<file path="config.mk">
export PLATFORM = sky130hd
export DESIGN_NAME = dual_window_crc_checksum_unit_flat
export DESIGN_NICKNAME = d
export VERILOG_FILES = /design/src/design/dwcc_pkg.sv /design/src/design/dwcc_if.sv /design/src/design/dwcc_cfg_regs.sv /design/src/design/dwcc_crc_core.sv /design/src/design/dual_window_crc_checksum_unit.sv /design/src/flat_wrapper.sv
export SDC_FILE = /design/constraint.sdc
export NUM_CORES = 1
export LEC_CHECK = 0
export CAP_MARGIN = 20
export CORE_MARGIN = 10
export CORE_UTILIZATION = 30
export CTS_CLUSTER_DIAMETER = 50
export DETAILED_ROUTE_END_ITERATION = 8
export DONT_BUFFER_PORTS = 1
export GPL_ROUTABILITY_DRIVEN = 0
export GPL_TIMING_DRIVEN = 0
export HOLD_SLACK_MARGIN = 0.06
export PLACE_DENSITY = 0.4
export SLEW_MARGIN = 10
export SYNTH_ARGS = -nofsm -noshare
export SYNTH_HDL_FRONTEND = slang
export SYNTH_HIERARCHICAL = 1
export SYNTH_SLANG_ARGS = --single-unit
</file>
<file path="constraint.sdc">
create_clock -name clk_i -period 5.9 [get_ports clk_i]
set_input_delay 0 -clock clk_i [delete_from_list [all_inputs] [get_ports clk_i]]
set_output_delay 0 -clock clk_i [all_outputs]
set_load 0.01 [all_outputs]
</file>
<file path="src/design/dwcc_pkg.sv">
// Shared types, constants and byte-wise CRC functions for the dual-window CRC unit.
package dwcc_pkg;

  localparam int unsigned DUMP_BYTES = 1024;

  localparam int unsigned OFF_W = 10;
  localparam int unsigned CFG_W = 10;
  localparam int unsigned CFG_IDX_W = 3;
  localparam int unsigned END_W = CFG_W + 2;

  localparam logic [15:0] CRC16_POLY = 16'h1021;
  localparam logic [15:0] CRC16_MSB = 16'h8000;
  localparam logic [15:0] CRC16_INIT = 16'h0000;
  localparam logic [31:0] CRC32_POLY = 32'hEDB88320;
  localparam logic [31:0] CRC32_INIT = 32'hFFFFFFFF;
  localparam logic [31:0] CRC32_XOROUT = 32'hFFFFFFFF;

  localparam logic [CFG_W-1:0] CRC16_START_RST = 10'hA0;
  localparam logic [CFG_W-1:0] CRC16_LENGTH_RST = 10'd94;
  localparam logic [CFG_W-1:0] CRC32_START_RST = 10'hE0;
  localparam logic [CFG_W-1:0] CRC32_LENGTH_RST = 10'hD4;

  typedef enum logic [CFG_IDX_W-1:0] {
    REG_CRC16_START  = 3'd0,
    REG_CRC16_LENGTH = 3'd1,
    REG_CRC32_START  = 3'd2,
    REG_CRC32_LENGTH = 3'd3
  } cfg_reg_e;

  typedef struct packed {
    logic [CFG_W-1:0] crc16_start;
    logic [CFG_W-1:0] crc16_length;
    logic [CFG_W-1:0] crc32_start;
    logic [CFG_W-1:0] crc32_length;
  } cfg_t;

  typedef struct packed {
    logic [OFF_W-1:0] byte_offset;
    logic [7:0]       data_byte;
    logic             last_byte;
  } item_t;

  // CRC-16/XMODEM, MSB first, one byte
  function automatic logic [15:0] xmodem_byte(input logic [15:0] acc, input logic [7:0] b);
    logic [15:0] c;
    c = acc ^ {b, 8'h00};
    for (int k = 0; k < 8; k++) begin
      if ((c & CRC16_MSB) != 16'h0000) begin
        c = {c[14:0], 1'b0} ^ CRC16_POLY;
      end else begin
        c = {c[14:0], 1'b0};
      end
    end
    return c;
  endfunction

  // reflected CRC-32, one byte
  function automatic logic [31:0] ieee_byte(input logic [31:0] acc, input logic [7:0] b);
    logic [31:0] c;
    c = acc ^ {24'h000000, b};
    for (int k = 0; k < 8; k++) begin
      if (c[0]) begin
        c = {1'b0, c[31:1]} ^ CRC32_POLY;
      end else begin
        c = {1'b0, c[31:1]};
      end
    end
    return c;
  endfunction

endpackage

</file>
<file path="src/design/dwcc_if.sv">
// Valid/ready channel interfaces for input bytes and CRC results.
interface dwcc_in_if;
  logic                          valid;
  logic                          ready;
  logic [dwcc_pkg::OFF_W-1:0]    byte_offset;
  logic [7:0]                    data_byte;
  logic                          last_byte;

  modport source (output valid, output byte_offset, output data_byte, output last_byte,
                  input ready);
  modport sink (input valid, input byte_offset, input data_byte, input last_byte,
                output ready);
endinterface

interface dwcc_out_if;
  logic        valid;
  logic        ready;
  logic [15:0] crc16_value;
  logic [31:0] crc32_value;

  modport source (output valid, output crc16_value, output crc32_value, input ready);
  modport sink (input valid, input crc16_value, input crc32_value, output ready);
endinterface

</file>
<file path="src/design/dwcc_cfg_regs.sv">
// Configuration registers for the two CRC windows.
module dwcc_cfg_regs (
  input  logic                           clk_i,
  input  logic                           rst_ni,
  input  logic                           cfg_we_i,
  input  logic [dwcc_pkg::CFG_IDX_W-1:0] cfg_index_i,
  input  logic [dwcc_pkg::CFG_W-1:0]     cfg_wdata_i,
  output dwcc_pkg::cfg_t                 cfg_o
);

  dwcc_pkg::cfg_t cfg_q, cfg_d;

  always_comb begin
    cfg_d = cfg_q;
    if (cfg_we_i) begin
      unique case (cfg_index_i)
        dwcc_pkg::REG_CRC16_START:  cfg_d.crc16_start = cfg_wdata_i;
        dwcc_pkg::REG_CRC16_LENGTH: cfg_d.crc16_length = cfg_wdata_i;
        dwcc_pkg::REG_CRC32_START:  cfg_d.crc32_start = cfg_wdata_i;
        dwcc_pkg::REG_CRC32_LENGTH: cfg_d.crc32_length = cfg_wdata_i;
        default: ;
      endcase
    end
  end

  always_ff @(posedge clk_i or negedge rst_ni) begin
    if (!rst_ni) begin
      cfg_q.crc16_start <= dwcc_pkg::CRC16_START_RST;
      cfg_q.crc16_length <= dwcc_pkg::CRC16_LENGTH_RST;
      cfg_q.crc32_start <= dwcc_pkg::CRC32_START_RST;
      cfg_q.crc32_length <= dwcc_pkg::CRC32_LENGTH_RST;
    end else begin
      cfg_q <= cfg_d;
    end
  end

  assign cfg_o = cfg_q;

endmodule

</file>
<file path="src/design/dwcc_crc_core.sv">
// CRC-16 and CRC-32 accumulators with window decode and CRC-16 byte substitution.
module dwcc_crc_core (
  input  logic              clk_i,
  input  logic              rst_ni,
  input  logic              fire_i,
  input  dwcc_pkg::item_t   item_i,
  input  dwcc_pkg::cfg_t    cfg_i,
  output logic [15:0]       crc16_o,
  output logic [31:0]       crc32_o
);

  logic [15:0] crc16_q, crc16_d, crc16_upd;
  logic [31:0] crc32_q, crc32_d, crc32_upd;
  logic [dwcc_pkg::END_W-1:0] off_ext, end16, end32, sub_hi, sub_lo;
  logic in_dump, in16, in32;
  logic [7:0] eff_byte;

  always_comb begin
    off_ext = dwcc_pkg::END_W'(item_i.byte_offset);
    end16 = dwcc_pkg::END_W'(cfg_i.crc16_start) + dwcc_pkg::END_W'(cfg_i.crc16_length);
    end32 = dwcc_pkg::END_W'(cfg_i.crc32_start) + dwcc_pkg::END_W'(cfg_i.crc32_length);
    sub_hi = end16;
    sub_lo = end16 + dwcc_pkg::END_W'(1);
    in_dump = 32'(off_ext) < dwcc_pkg::DUMP_BYTES;
    in16 = in_dump && (item_i.byte_offset >= cfg_i.crc16_start) && (off_ext < end16);
    in32 = in_dump && (item_i.byte_offset >= cfg_i.crc32_start) && (off_ext < end32);

    crc16_upd = in16 ? dwcc_pkg::xmodem_byte(crc16_q, item_i.data_byte) : crc16_q;

    if (off_ext == sub_hi) begin
      eff_byte = crc16_upd[15:8];
    end else if (off_ext == sub_lo) begin
      eff_byte = crc16_upd[7:0];
    end else begin
      eff_byte = item_i.data_byte;
    end

    crc32_upd = in32 ? dwcc_pkg::ieee_byte(crc32_q, eff_byte) : crc32_q;

    crc16_d = crc16_q;
    crc32_d = crc32_q;
    if (fire_i) begin
      if (item_i.last_byte) begin
        crc16_d = dwcc_pkg::CRC16_INIT;
        crc32_d = dwcc_pkg::CRC32_INIT;
      end else begin
        crc16_d = crc16_upd;
        crc32_d = crc32_upd;
      end
    end
  end

  always_ff @(posedge clk_i or negedge rst_ni) begin
    if (!rst_ni) begin
      crc16_q <= dwcc_pkg::CRC16_INIT;
      crc32_q <= dwcc_pkg::CRC32_INIT;
    end else begin
      crc16_q <= crc16_d;
      crc32_q <= crc32_d;
    end
  end

  assign crc16_o = crc16_upd;
  assign crc32_o = crc32_upd ^ dwcc_pkg::CRC32_XOROUT;

endmodule

</file>
<file path="src/design/dual_window_crc_checksum_unit.sv">
// Top level: input beat register, CRC core and result register.
// Result path: the last-byte beat passes from the input register into the result register,
// and waits in the input register while the result register is full and not being taken.
// Throughput: one byte beat per cycle; the input register only holds when a
// last-byte beat meets a result register still full and not being taken.
// The CRC update of the byte in the input register against the accumulators sets the cycle.
// Reset clears valids, accumulators (CRC-16 zero, CRC-32 all ones) and loads default windows.
module dual_window_crc_checksum_unit (
  input  logic                           clk_i,
  input  logic                           rst_ni,
  dwcc_in_if.sink                        in_i,
  dwcc_out_if.source                     res_o,
  input  logic                           cfg_we_i,
  input  logic [dwcc_pkg::CFG_IDX_W-1:0] cfg_index_i,
  input  logic [dwcc_pkg::CFG_W-1:0]     cfg_wdata_i
);

  dwcc_pkg::cfg_t  cfg;
  dwcc_pkg::item_t item_q, item_d;
  logic            stage_vld_q, stage_vld_d;
  logic            out_vld_q, out_vld_d;
  logic [15:0]     crc16_q, crc16_d, crc16_c;
  logic [31:0]     crc32_q, crc32_d, crc32_c;
  logic            fire, in_acc, out_free;

  dwcc_cfg_regs u_cfg (
    .clk_i       (clk_i),
    .rst_ni      (rst_ni),
    .cfg_we_i    (cfg_we_i),
    .cfg_index_i (cfg_index_i),
    .cfg_wdata_i (cfg_wdata_i),
    .cfg_o       (cfg)
  );

  dwcc_crc_core u_core (
    .clk_i   (clk_i),
    .rst_ni  (rst_ni),
    .fire_i  (fire),
    .item_i  (item_q),
    .cfg_i   (cfg),
    .crc16_o (crc16_c),
    .crc32_o (crc32_c)
  );

  assign out_free = !out_vld_q || res_o.ready;
  assign fire = stage_vld_q && (!item_q.last_byte || out_free);
  assign in_i.ready = !stage_vld_q || fire;
  assign in_acc = in_i.valid && in_i.ready;

  always_comb begin
    item_d = item_q;
    stage_vld_d = stage_vld_q;
    if (in_acc) begin
      item_d.byte_offset = in_i.byte_offset;
      item_d.data_byte = in_i.data_byte;
      item_d.last_byte = in_i.last_byte;
      stage_vld_d = 1'b1;
    end else if (fire) begin
      stage_vld_d = 1'b0;
    end

    out_vld_d = out_vld_q;
    crc16_d = crc16_q;
    crc32_d = crc32_q;
    if (out_vld_q && res_o.ready) begin
      out_vld_d = 1'b0;
    end
    if (fire && item_q.last_byte) begin
      out_vld_d = 1'b1;
      crc16_d = crc16_c;
      crc32_d = crc32_c;
    end
  end

  always_ff @(posedge clk_i or negedge rst_ni) begin
    if (!rst_ni) begin
      stage_vld_q <= 1'b0;
      out_vld_q <= 1'b0;
    end else begin
      stage_vld_q <= stage_vld_d;
      out_vld_q <= out_vld_d;
    end
  end

  // payload, no reset
  always_ff @(posedge clk_i) begin
    item_q <= item_d;
    crc16_q <= crc16_d;
    crc32_q <= crc32_d;
  end

  assign res_o.valid = out_vld_q;
  assign res_o.crc16_value = crc16_q;
  assign res_o.crc32_value = crc32_q;

endmodule
</file>
<file path="src/flat_wrapper.sv">
// flat-port wrapper written by rule: the top's interface ports become plain ports
module dual_window_crc_checksum_unit_flat 
  (clk_i, rst_ni, cfg_we_i, cfg_index_i, cfg_wdata_i, in_i_valid, in_i_byte_offset, in_i_data_byte, in_i_last_byte, in_i_ready, res_o_valid, res_o_crc16_value, res_o_crc32_value, res_o_ready);
  dwcc_in_if in_i_i ();
  dwcc_out_if res_o_i ();
  input  logic clk_i;
  input  logic rst_ni;
  input  logic cfg_we_i;
  input  logic [dwcc_pkg::CFG_IDX_W-1:0] cfg_index_i;
  input  logic [dwcc_pkg::CFG_W-1:0] cfg_wdata_i;
  input wire logic [$bits(in_i_i.valid)-1:0] in_i_valid;
  input wire logic [$bits(in_i_i.byte_offset)-1:0] in_i_byte_offset;
  input wire logic [$bits(in_i_i.data_byte)-1:0] in_i_data_byte;
  input wire logic [$bits(in_i_i.last_byte)-1:0] in_i_last_byte;
  output wire logic [$bits(in_i_i.ready)-1:0] in_i_ready;
  output wire logic [$bits(res_o_i.valid)-1:0] res_o_valid;
  output wire logic [$bits(res_o_i.crc16_value)-1:0] res_o_crc16_value;
  output wire logic [$bits(res_o_i.crc32_value)-1:0] res_o_crc32_value;
  input wire logic [$bits(res_o_i.ready)-1:0] res_o_ready;
  assign in_i_i.valid = in_i_valid;
  assign in_i_i.byte_offset = in_i_byte_offset;
  assign in_i_i.data_byte = in_i_data_byte;
  assign in_i_i.last_byte = in_i_last_byte;
  assign in_i_ready = in_i_i.ready;
  assign res_o_valid = res_o_i.valid;
  assign res_o_crc16_value = res_o_i.crc16_value;
  assign res_o_crc32_value = res_o_i.crc32_value;
  assign res_o_i.ready = res_o_ready;
  dual_window_crc_checksum_unit u_core (.clk_i(clk_i), .rst_ni(rst_ni), .in_i(in_i_i), .res_o(res_o_i), .cfg_we_i(cfg_we_i), .cfg_index_i(cfg_index_i), .cfg_wdata_i(cfg_wdata_i));
endmodule
</file>
==> results of run 1 <==
[cells by family (layout without fill, tap and decap cells)]
family          count (synthesis)  after routing  share of synthesized area (%)
flops                         157            157                           45.2
simple gates                  130            130                           7.36
other cells                     0              1                              0
mux                            81             81                           9.84
fa+ha+maj                      62             62                           8.27
xor+xnor                      113            113                           12.5
buf+inv                        84            178                           3.59
compound gates                182            182                           13.2
[report_power, final]
group	internal (mW)	switching (mW)
clock	0.635	0.455
sequential	1.63	0.289
combinational	1.62	1.86
total	3.89	2.60
[metal layers]
| metal | GRT usage, % | up-vias | wire [microns] |
|---|---|---|---|
| met3 | 2.74 | 20 | 773 |
| met2 | 20.6 | 108 | 11700 |
| met4 | 4.21 | 2 | 359 |
| met1 | 17.1 | 3147 | 12200 |
| met5 | 0 | - | 7 |
| li1 | - | 3073 | - |
[worst max-delay path, stage by stage, from the launching register on]
cell and delay (ns):
dfrtp_1 0.39, ha_1 0.24, fa_2 0.40, a211oi_4 0.26, nor4_1 0.11, a2111oi_2 0.21
buf_4 0.18, xnor2_2 0.15, inv_2 0.09, ha_1 0.31, nand3_1 0.17, a21oi_1 0.27
a211oi_2 0.09, o221ai_4 0.22, buf_12 0.16, buf_4 0.23, mux2i_1 0.17, o31a_1 0.37
a21oi_4 0.26, xnor2_4 0.11, buf_12 0.15, xnor2_4 0.23, xor2_1 0.23, xnor2_1 0.11
mux2_2 0.29
[worst max path at each step]
| stage | from | to |
|---|---|---|
| floorplan | u_core/u_cfg/cfg_o[30] | u_core/res_o.crc32_value[19] |
| global placement | u_core/u_cfg/cfg_o[30] | u_core/res_o.crc32_value[19] |
| detailed placement | u_core/u_cfg/cfg_o[30] | u_core/res_o.crc32_value[24] |
| CTS | u_core/u_cfg/cfg_o[20] | u_core/res_o.crc32_value[19] |
| global route | u_core/u_cfg/cfg_o[30] | u_core/res_o.crc32_value[27] |
| finish | u_core/u_cfg/cfg_o[20] | u_core/res_o.crc32_value[5] |
[timing repair]
| item | in CTS | in global routing |
|---|---|---|
| hold buffers | 38 | 0 |
| setup buffers | 10 | 12 |
| pin swaps | 7 | 7 |
| hold endpoints to repair | 168 | 0 |
| setup endpoints to repair | 62 | 22 |
| cloned | 0 | 0 |
| resized for setup | 20 | 11 |
[state kept, by name (all words and copies together) (netlist names)]
name	flops
u_core/u_core/crc16_q	16
u_core/u_core/crc32_q	32
u_core/res_o.valid	1
u_core/item_q	19
u_core/u_cfg/cfg_o	40
u_core/stage_vld_q	1
u_core/res_o.crc32_value	32
u_core/res_o.crc16_value	16
[cells in the final DEF, fill, tap and decap left out, types with 7 or more instances in the layout]
cell / count
o22a_1: 7
inv_1: 57
nand2b_1: 10
nand2_1: 26
dlygate4sd3_1: 37
dfstp_2: 46
or3_1: 9
o21a_1: 10
clkbuf_1: 16
nor2_1: 41
a21oi_1: 41
mux2_2: 24
buf_4: 23
edfxtp_1: 67
dfrtp_1: 44
nand3_1: 7
mux2_4: 20
mux2i_1: 34
ha_1: 60
a21o_1: 27
xor2_1: 19
o21ai_0: 25
xnor2_1: 69
clkbuf_16: 17
nor3_1: 8
o21ai_1: 11
o31a_1: 8
xnor2_4: 9
o22ai_1: 8
[per-stage QoR]
step / cells / cell area [sq um]
finish: 1306 / 11500
global route: 1305 / 11500
CTS: 1293 / 11300
detailed placement: 1213 / 10100
global placement: 1211 / 10100
floorplan: 809 / 9560
[final cells by class]
cell class / count / area, sq um / area share [%]
Clock inverter: 9 / 115 / 1.00
Multi-Input combinational cell: 568 / 5110 / 44.5
Sequential cell: 157 / 4320 / 37.6
Tap cell: 402 / 503 / 4.38
Buffer: 25 / 124 / 1.08
Inverter: 59 / 221 / 1.93
Timing Repair Buffer: 62 / 636 / 5.53
Antenna cell: 1 / 2.50 / 0.0218
Clock buffer: 23 / 458 / 3.98
==> flow_metrics.py, run 1 <==
metrics = {
    "timing": {
        "finalMaxSlewViolations": 0,
        "period_minus_slack_ns": 5.67,
        "setup_viol": 0,
        "clock_skew_ns": 0.0153,
        "max_freq_mhz": 176,
        "hold_viol": 0,
        "fin_ws_ns": 0.225,
        "holdWs_ns": 0.135,
        "tightest_slew_ns": 0.826,
        "tns_ns": 0,
        "min_period_over_period_pct": 96.2,
        "slew-limit-headroom_pct": 45.0,
    },
    "layout": {
        "drive_gt1_share_pct": 22.4,
        "n_fill_cell": 3049,
        "num-nets-final": 989,
        "area_delta_synth_final_pct": 20.2,
        "post-route-util_pct": 36.5,
    },
    "setup_path": {
        "cp-start-kind": "flop",
        "worstReg2RegEnd": "u_core/res_o.crc32_value[5]",
        "critical_path_class": "flop to flop",
        "r2r_slack_ns": 0.23,
        "cp_max_fo": 10,
        "r2r-start": "u_core/u_cfg/cfg_o[20]",
        "critical_path_arrival_ns": 5.85,
        "cp_data_required_time_ns": 6.07,
        "ff2ff_path_depth": 24,
        "end_kind": "flop",
    },
    "synth": {
        "ys_seq_elements": 157,
        "syn_inst": 809,
        "ys_warn_count": 6,
        "synth_top_area_share_pct": 21.0,
        "synthArstFlopShare_pct": 57.3,
        "synthTopCellsByArea": "edfxtp_1 (21%), dfstp_2 (13%), dfrtp_1 (12%)",
        "synth_nets": 908,
        "ys_types": 81,
        "synth.most_common_cell": "xnor2_1",
        "postSynthAreaPerCell_sq_um": 11.8,
        "synth_edf_count": 67,
        "synth.cells.most_frequent": "xnor2_1 (74), edfxtp_1 (67), ha_1 (60), inv_1 (57), dfstp_2 (46)",
        "synth_top_area_cell": "edfxtp_1",
        "syn_area_sq_um": 9560,
        "yosysSeqAreaShare_pct": 45.2,
        "synth_ff_type": "edfxtp_1",
    },
    "outcome": {
        "status": "complete, no violations",
    },
    "hold_path": {
        "worstHoldPathCells": 3,
        "hold_class": "input port to flop",
        "whs_endpoint": "u_core/u_cfg/cfg_o[9]",
        "worst_hold_startpoint": "cfg_we_i",
    },
    "detailed_routing": {
        "wl_microns": 25100,
        "drt_pass1_iterations": 4,
        "final_antenna_net_count": 0,
        "first_iter_violations": 405,
        "vias_per_cell": 4.86,
        "vias": 6350,
        "wl_per_cell_microns": 19.2,
        "drc": 0,
    },
    "pwr": {
        "power_mw": 6.49,
        "ir_worst_vdd_mv": 0.211,
        "leakage_nw": 4.68,
        "power.density_nw_per_um2": 565,
    },
    "floorplanning": {
        "fp.dieW_microns": 198,
        "die_area_sq_um": 39400,
        "io_pins": 87,
        "dieHeight_microns": 198,
        "coreArea_sq_um": 31500,
        "initial_core_util_pct": 30.4,
        "rows": 65,
    },
    "placement": {
        "dp.final_hpwl_microns": 18400,
        "place_ws_ns": -0.969,
        "io_buffers": 0,
    },
    "global_routing": {
        "grt_max_degree": 91,
        "grt_pass1_vias": 6456,
        "grt_first_pass_wirelength_microns": 38900,
        "antenna_found_initial": 1,
        "track_usage_pct": 12.9,
        "grt-ovfl-total": 0,
    },
    "clock_network": {
        "cts_sinks": 157,
        "cts_tree": "done",
        "clock_path_buffers": 2,
        "clk_latency_ns": 0.44,
        "cts.clk_slew.worst_paths_ns": 0.06,
        "clockRootBuffer": "clkbuf_16",
        "cts_buffers": 17,
        "htreeDepth": 4,
    },
    "flow_run": {
        "drv_cap": 0,
    },
}
No activity file was read; power rests on OpenSTA's default activity.
==> run 2: changes to the inputs <==
Settings changed: CORE_MARGIN 10 to default, CTS_BUF_LIST from default to sky130_fd_sc_hd__clkbuf_4 sky130_fd_sc_hd__clkbuf_8 sky130_fd_sc_hd__clkbuf_16, REMOVE_ABC_BUFFERS from default to 1.
==> run 2 against run 1 <==
  * Total power down 0.79%
  * Critical path depth decreased by 2
  * Setup slack gained 0.0061 ns
  * Cell count is 2.2% lower
  * Utilization up 0.39 points
  * Clock power about the same
  * Global-route usage rose by 1.9 points
  * Die area decreased by 17%
  * Maximum frequency is 0.11% higher
  * Wire length down 6.3%
  * Hold slack worse by 0.0063 ns
  * Count of clock-buffer cells in the layout is 3 lower
==> flow_metrics.py, run 2 (synthesis gave the netlist of run 1 again) <==
metrics = {
    "outcome": {
        "status": "complete, no violations",
    },
    "timing": {
        "period_minus_slack_ns": 5.67,
        "hold_viol": 0,
        "max_freq_mhz": 176,
        "finalMaxSlewViolations": 0,
        "min_period_over_period_pct": 96.1,
        "clock_skew_ns": 0.0131,
        "tightest_slew_ns": 0.857,
        "setup_viol": 0,
        "holdWs_ns": 0.129,
        "slew-limit-headroom_pct": 42.4,
        "tns_ns": 0,
        "fin_ws_ns": 0.231,
    },
    "clock_network": {
        "cts_tree": "done",
        "cts_sinks": 157,
        "clockRootBuffer": "clkbuf_16",
        "cts.clk_slew.worst_paths_ns": 0.07,
        "htreeDepth": 4,
        "clk_latency_ns": 0.44,
        "clock_path_buffers": 2,
        "cts_buffers": 17,
    },
    "detailed_routing": {
        "drt_pass1_iterations": 6,
        "vias_per_cell": 4.88,
        "first_iter_violations": 221,
        "wl_microns": 23500,
        "drc": 0,
        "vias": 6238,
        "final_antenna_net_count": 0,
        "wl_per_cell_microns": 18.4,
    },
    "floorplanning": {
        "dieHeight_microns": 180,
        "initial_core_util_pct": 30.8,
        "coreArea_sq_um": 31000,
        "die_area_sq_um": 32600,
        "fp.dieW_microns": 180,
        "rows": 64,
        "io_pins": 87,
    },
    "layout": {
        "drive_gt1_share_pct": 23.6,
        "n_fill_cell": 2966,
        "layout_common_cells": "xnor2_1 (70), edfxtp_1 (67), ha_1 (60)",
        "largest_reg_flops": 40,
        "area_delta_synth_final_pct": 19.7,
        "finish.instance_area_sq_um": 11400,
        "multi_input_area_sq_um": 5160,
        "layout_commonest_cell": "xnor2_1",
        "diodes": 0,
        "num-nets-final": 967,
        "regArea_sq_um": 4320,
    },
    "placement": {
        "dp.final_hpwl_microns": 16600,
        "io_buffers": 0,
        "place_ws_ns": -1.09,
        "dpl-instance-area_sq_um": 10100,
    },
    "pwr": {
        "leakage_nw": 4.66,
        "ir_worst_vdd_mv": 0.250,
        "p_int_mw": 3.84,
        "power_switching_mw": 2.60,
        "power_mw": 6.44,
        "sw_frac_of_total_pct": 40.4,
        "comb_power_share_pct": 53.6,
        "clkPwrFrac_pct": 16.7,
        "power.density_nw_per_um2": 563,
        "seq_power_share_pct": 29.7,
    },
    "setup_path": {
        "ff2ff_path_depth": 22,
        "critical_path_class": "flop to flop",
        "cp_data_required_time_ns": 6.07,
        "cp_max_fo": 6,
        "end_kind": "flop",
        "critical_path_arrival_ns": 5.84,
        "path_depth": 22,
        "max_stage_delay_ns": 0.42,
        "cp-start-kind": "flop",
        "path_cells": "ha_1 > fa_2 > a211oi_4 > nor4_1 > a2111oi_2 > buf_4 > xnor2_2 > inv_2 > ha_1 > nand3_2 > a21oi_2 > a211oi_2 > o221ai_4 > buf_4 > mux2i_1 > or3_4 > a31oi_4 > xnor2_4 > xnor2_4 > xnor3_2 > xnor2_1 > mux2i_1",
        "worst_path_dominant_cell_family": "compound AO/OA/AOI/OAI gates",
        "cp.buffers_inverters": 3,
        "slowest_stage": "or3_4",
    },
    "hold_path": {
        "hold_class": "input port to output pin",
        "worstHoldPathCells": 1,
    },
    "global_routing": {
        "grt_max_degree": 91,
        "grt_first_pass_wirelength_microns": 37400,
        "antenna_found_initial": 0,
        "grt-ovfl-total": 0,
        "track_usage_pct": 14.9,
        "grt_pass1_vias": 6679,
    },
    "flow_run": {
        "drv_cap": 0,
    },
}
-- run 2: cell count changes in the layout (fill, tap and decap cells not counted), moves of 3 or more --
cell / change
clkbuf_1: -16
buf_1: -6
inv_6: +5
buf_4: -4
buf_2: -3
-- run 2: final cells by class --
| type | instances | share of cell area, % |
|---|---|---|
| Multi-Input combinational cell | 568 | 45.1 |
| Sequential cell | 157 | 37.8 |
| Timing Repair Buffer | 65 | 5.94 |
| Tap cell | 396 | 4.33 |
| Clock buffer | 20 | 4.03 |
| Inverter | 59 | 1.94 |
| Clock inverter | 12 | 0.897 |
-- run 2: per-stage QoR --
| step | instances | util (%) |
|---|---|---|
| finish | 1277 | 36.9 |
| global route | 1277 | 36.9 |
| detailed placement | 1184 | 32.5 |
| global placement | 1180 | 32.0 |
| floorplan | 784 | - |
| CTS | 1263 | 36.1 |
-- run 2: power by group through the flow --
stage	Sequential (mW)	Clock (mW)	Combinational, mW
finish	1.91	1.08	3.45
global route	1.96	1.17	3.79
CTS	1.91	1.12	3.29
detailed placement	1.93	0	3.10
global placement	1.92	0	3.06
floorplan	1.86	0	2.45
-- run 2: what timing repair did --
action,in CTS,in global routing
pin swaps,5,8
hold endpoints to repair,171,5
resized for setup,16,19
buffers inserted,9,12
hold buffers,38,1
setup endpoints to repair,56,34
-- run 2: metal layers --
layer / vias up / wire length (microns) / track usage (%)
li1: 3019 / - / -
met3: 20 / 698 / 3.01
met2: 107 / 11500 / 25.6
met5: - / 0 / 0
met4: 0 / 475 / 4.51
met1: 3092 / 10800 / 18.7
-- run 2: final timing paths --
check / from / end / slack (ns)
max reg2reg: u_core/u_cfg/cfg_o[30] / u_core/res_o.crc32_value[19] / 0.23
min reg2reg: u_core/u_cfg/cfg_o[9] / u_core/u_cfg/cfg_o[9] / 0.52
min: res_o_ready / in_i_ready / 0.13
min in group asynchronous: rst_ni / u_core/u_core/crc16_q[13] / 0.16
max: u_core/u_cfg/cfg_o[30] / u_core/res_o.crc32_value[19] / 0.23
max in group asynchronous: rst_ni / u_core/u_cfg/cfg_o[17] / 5.34
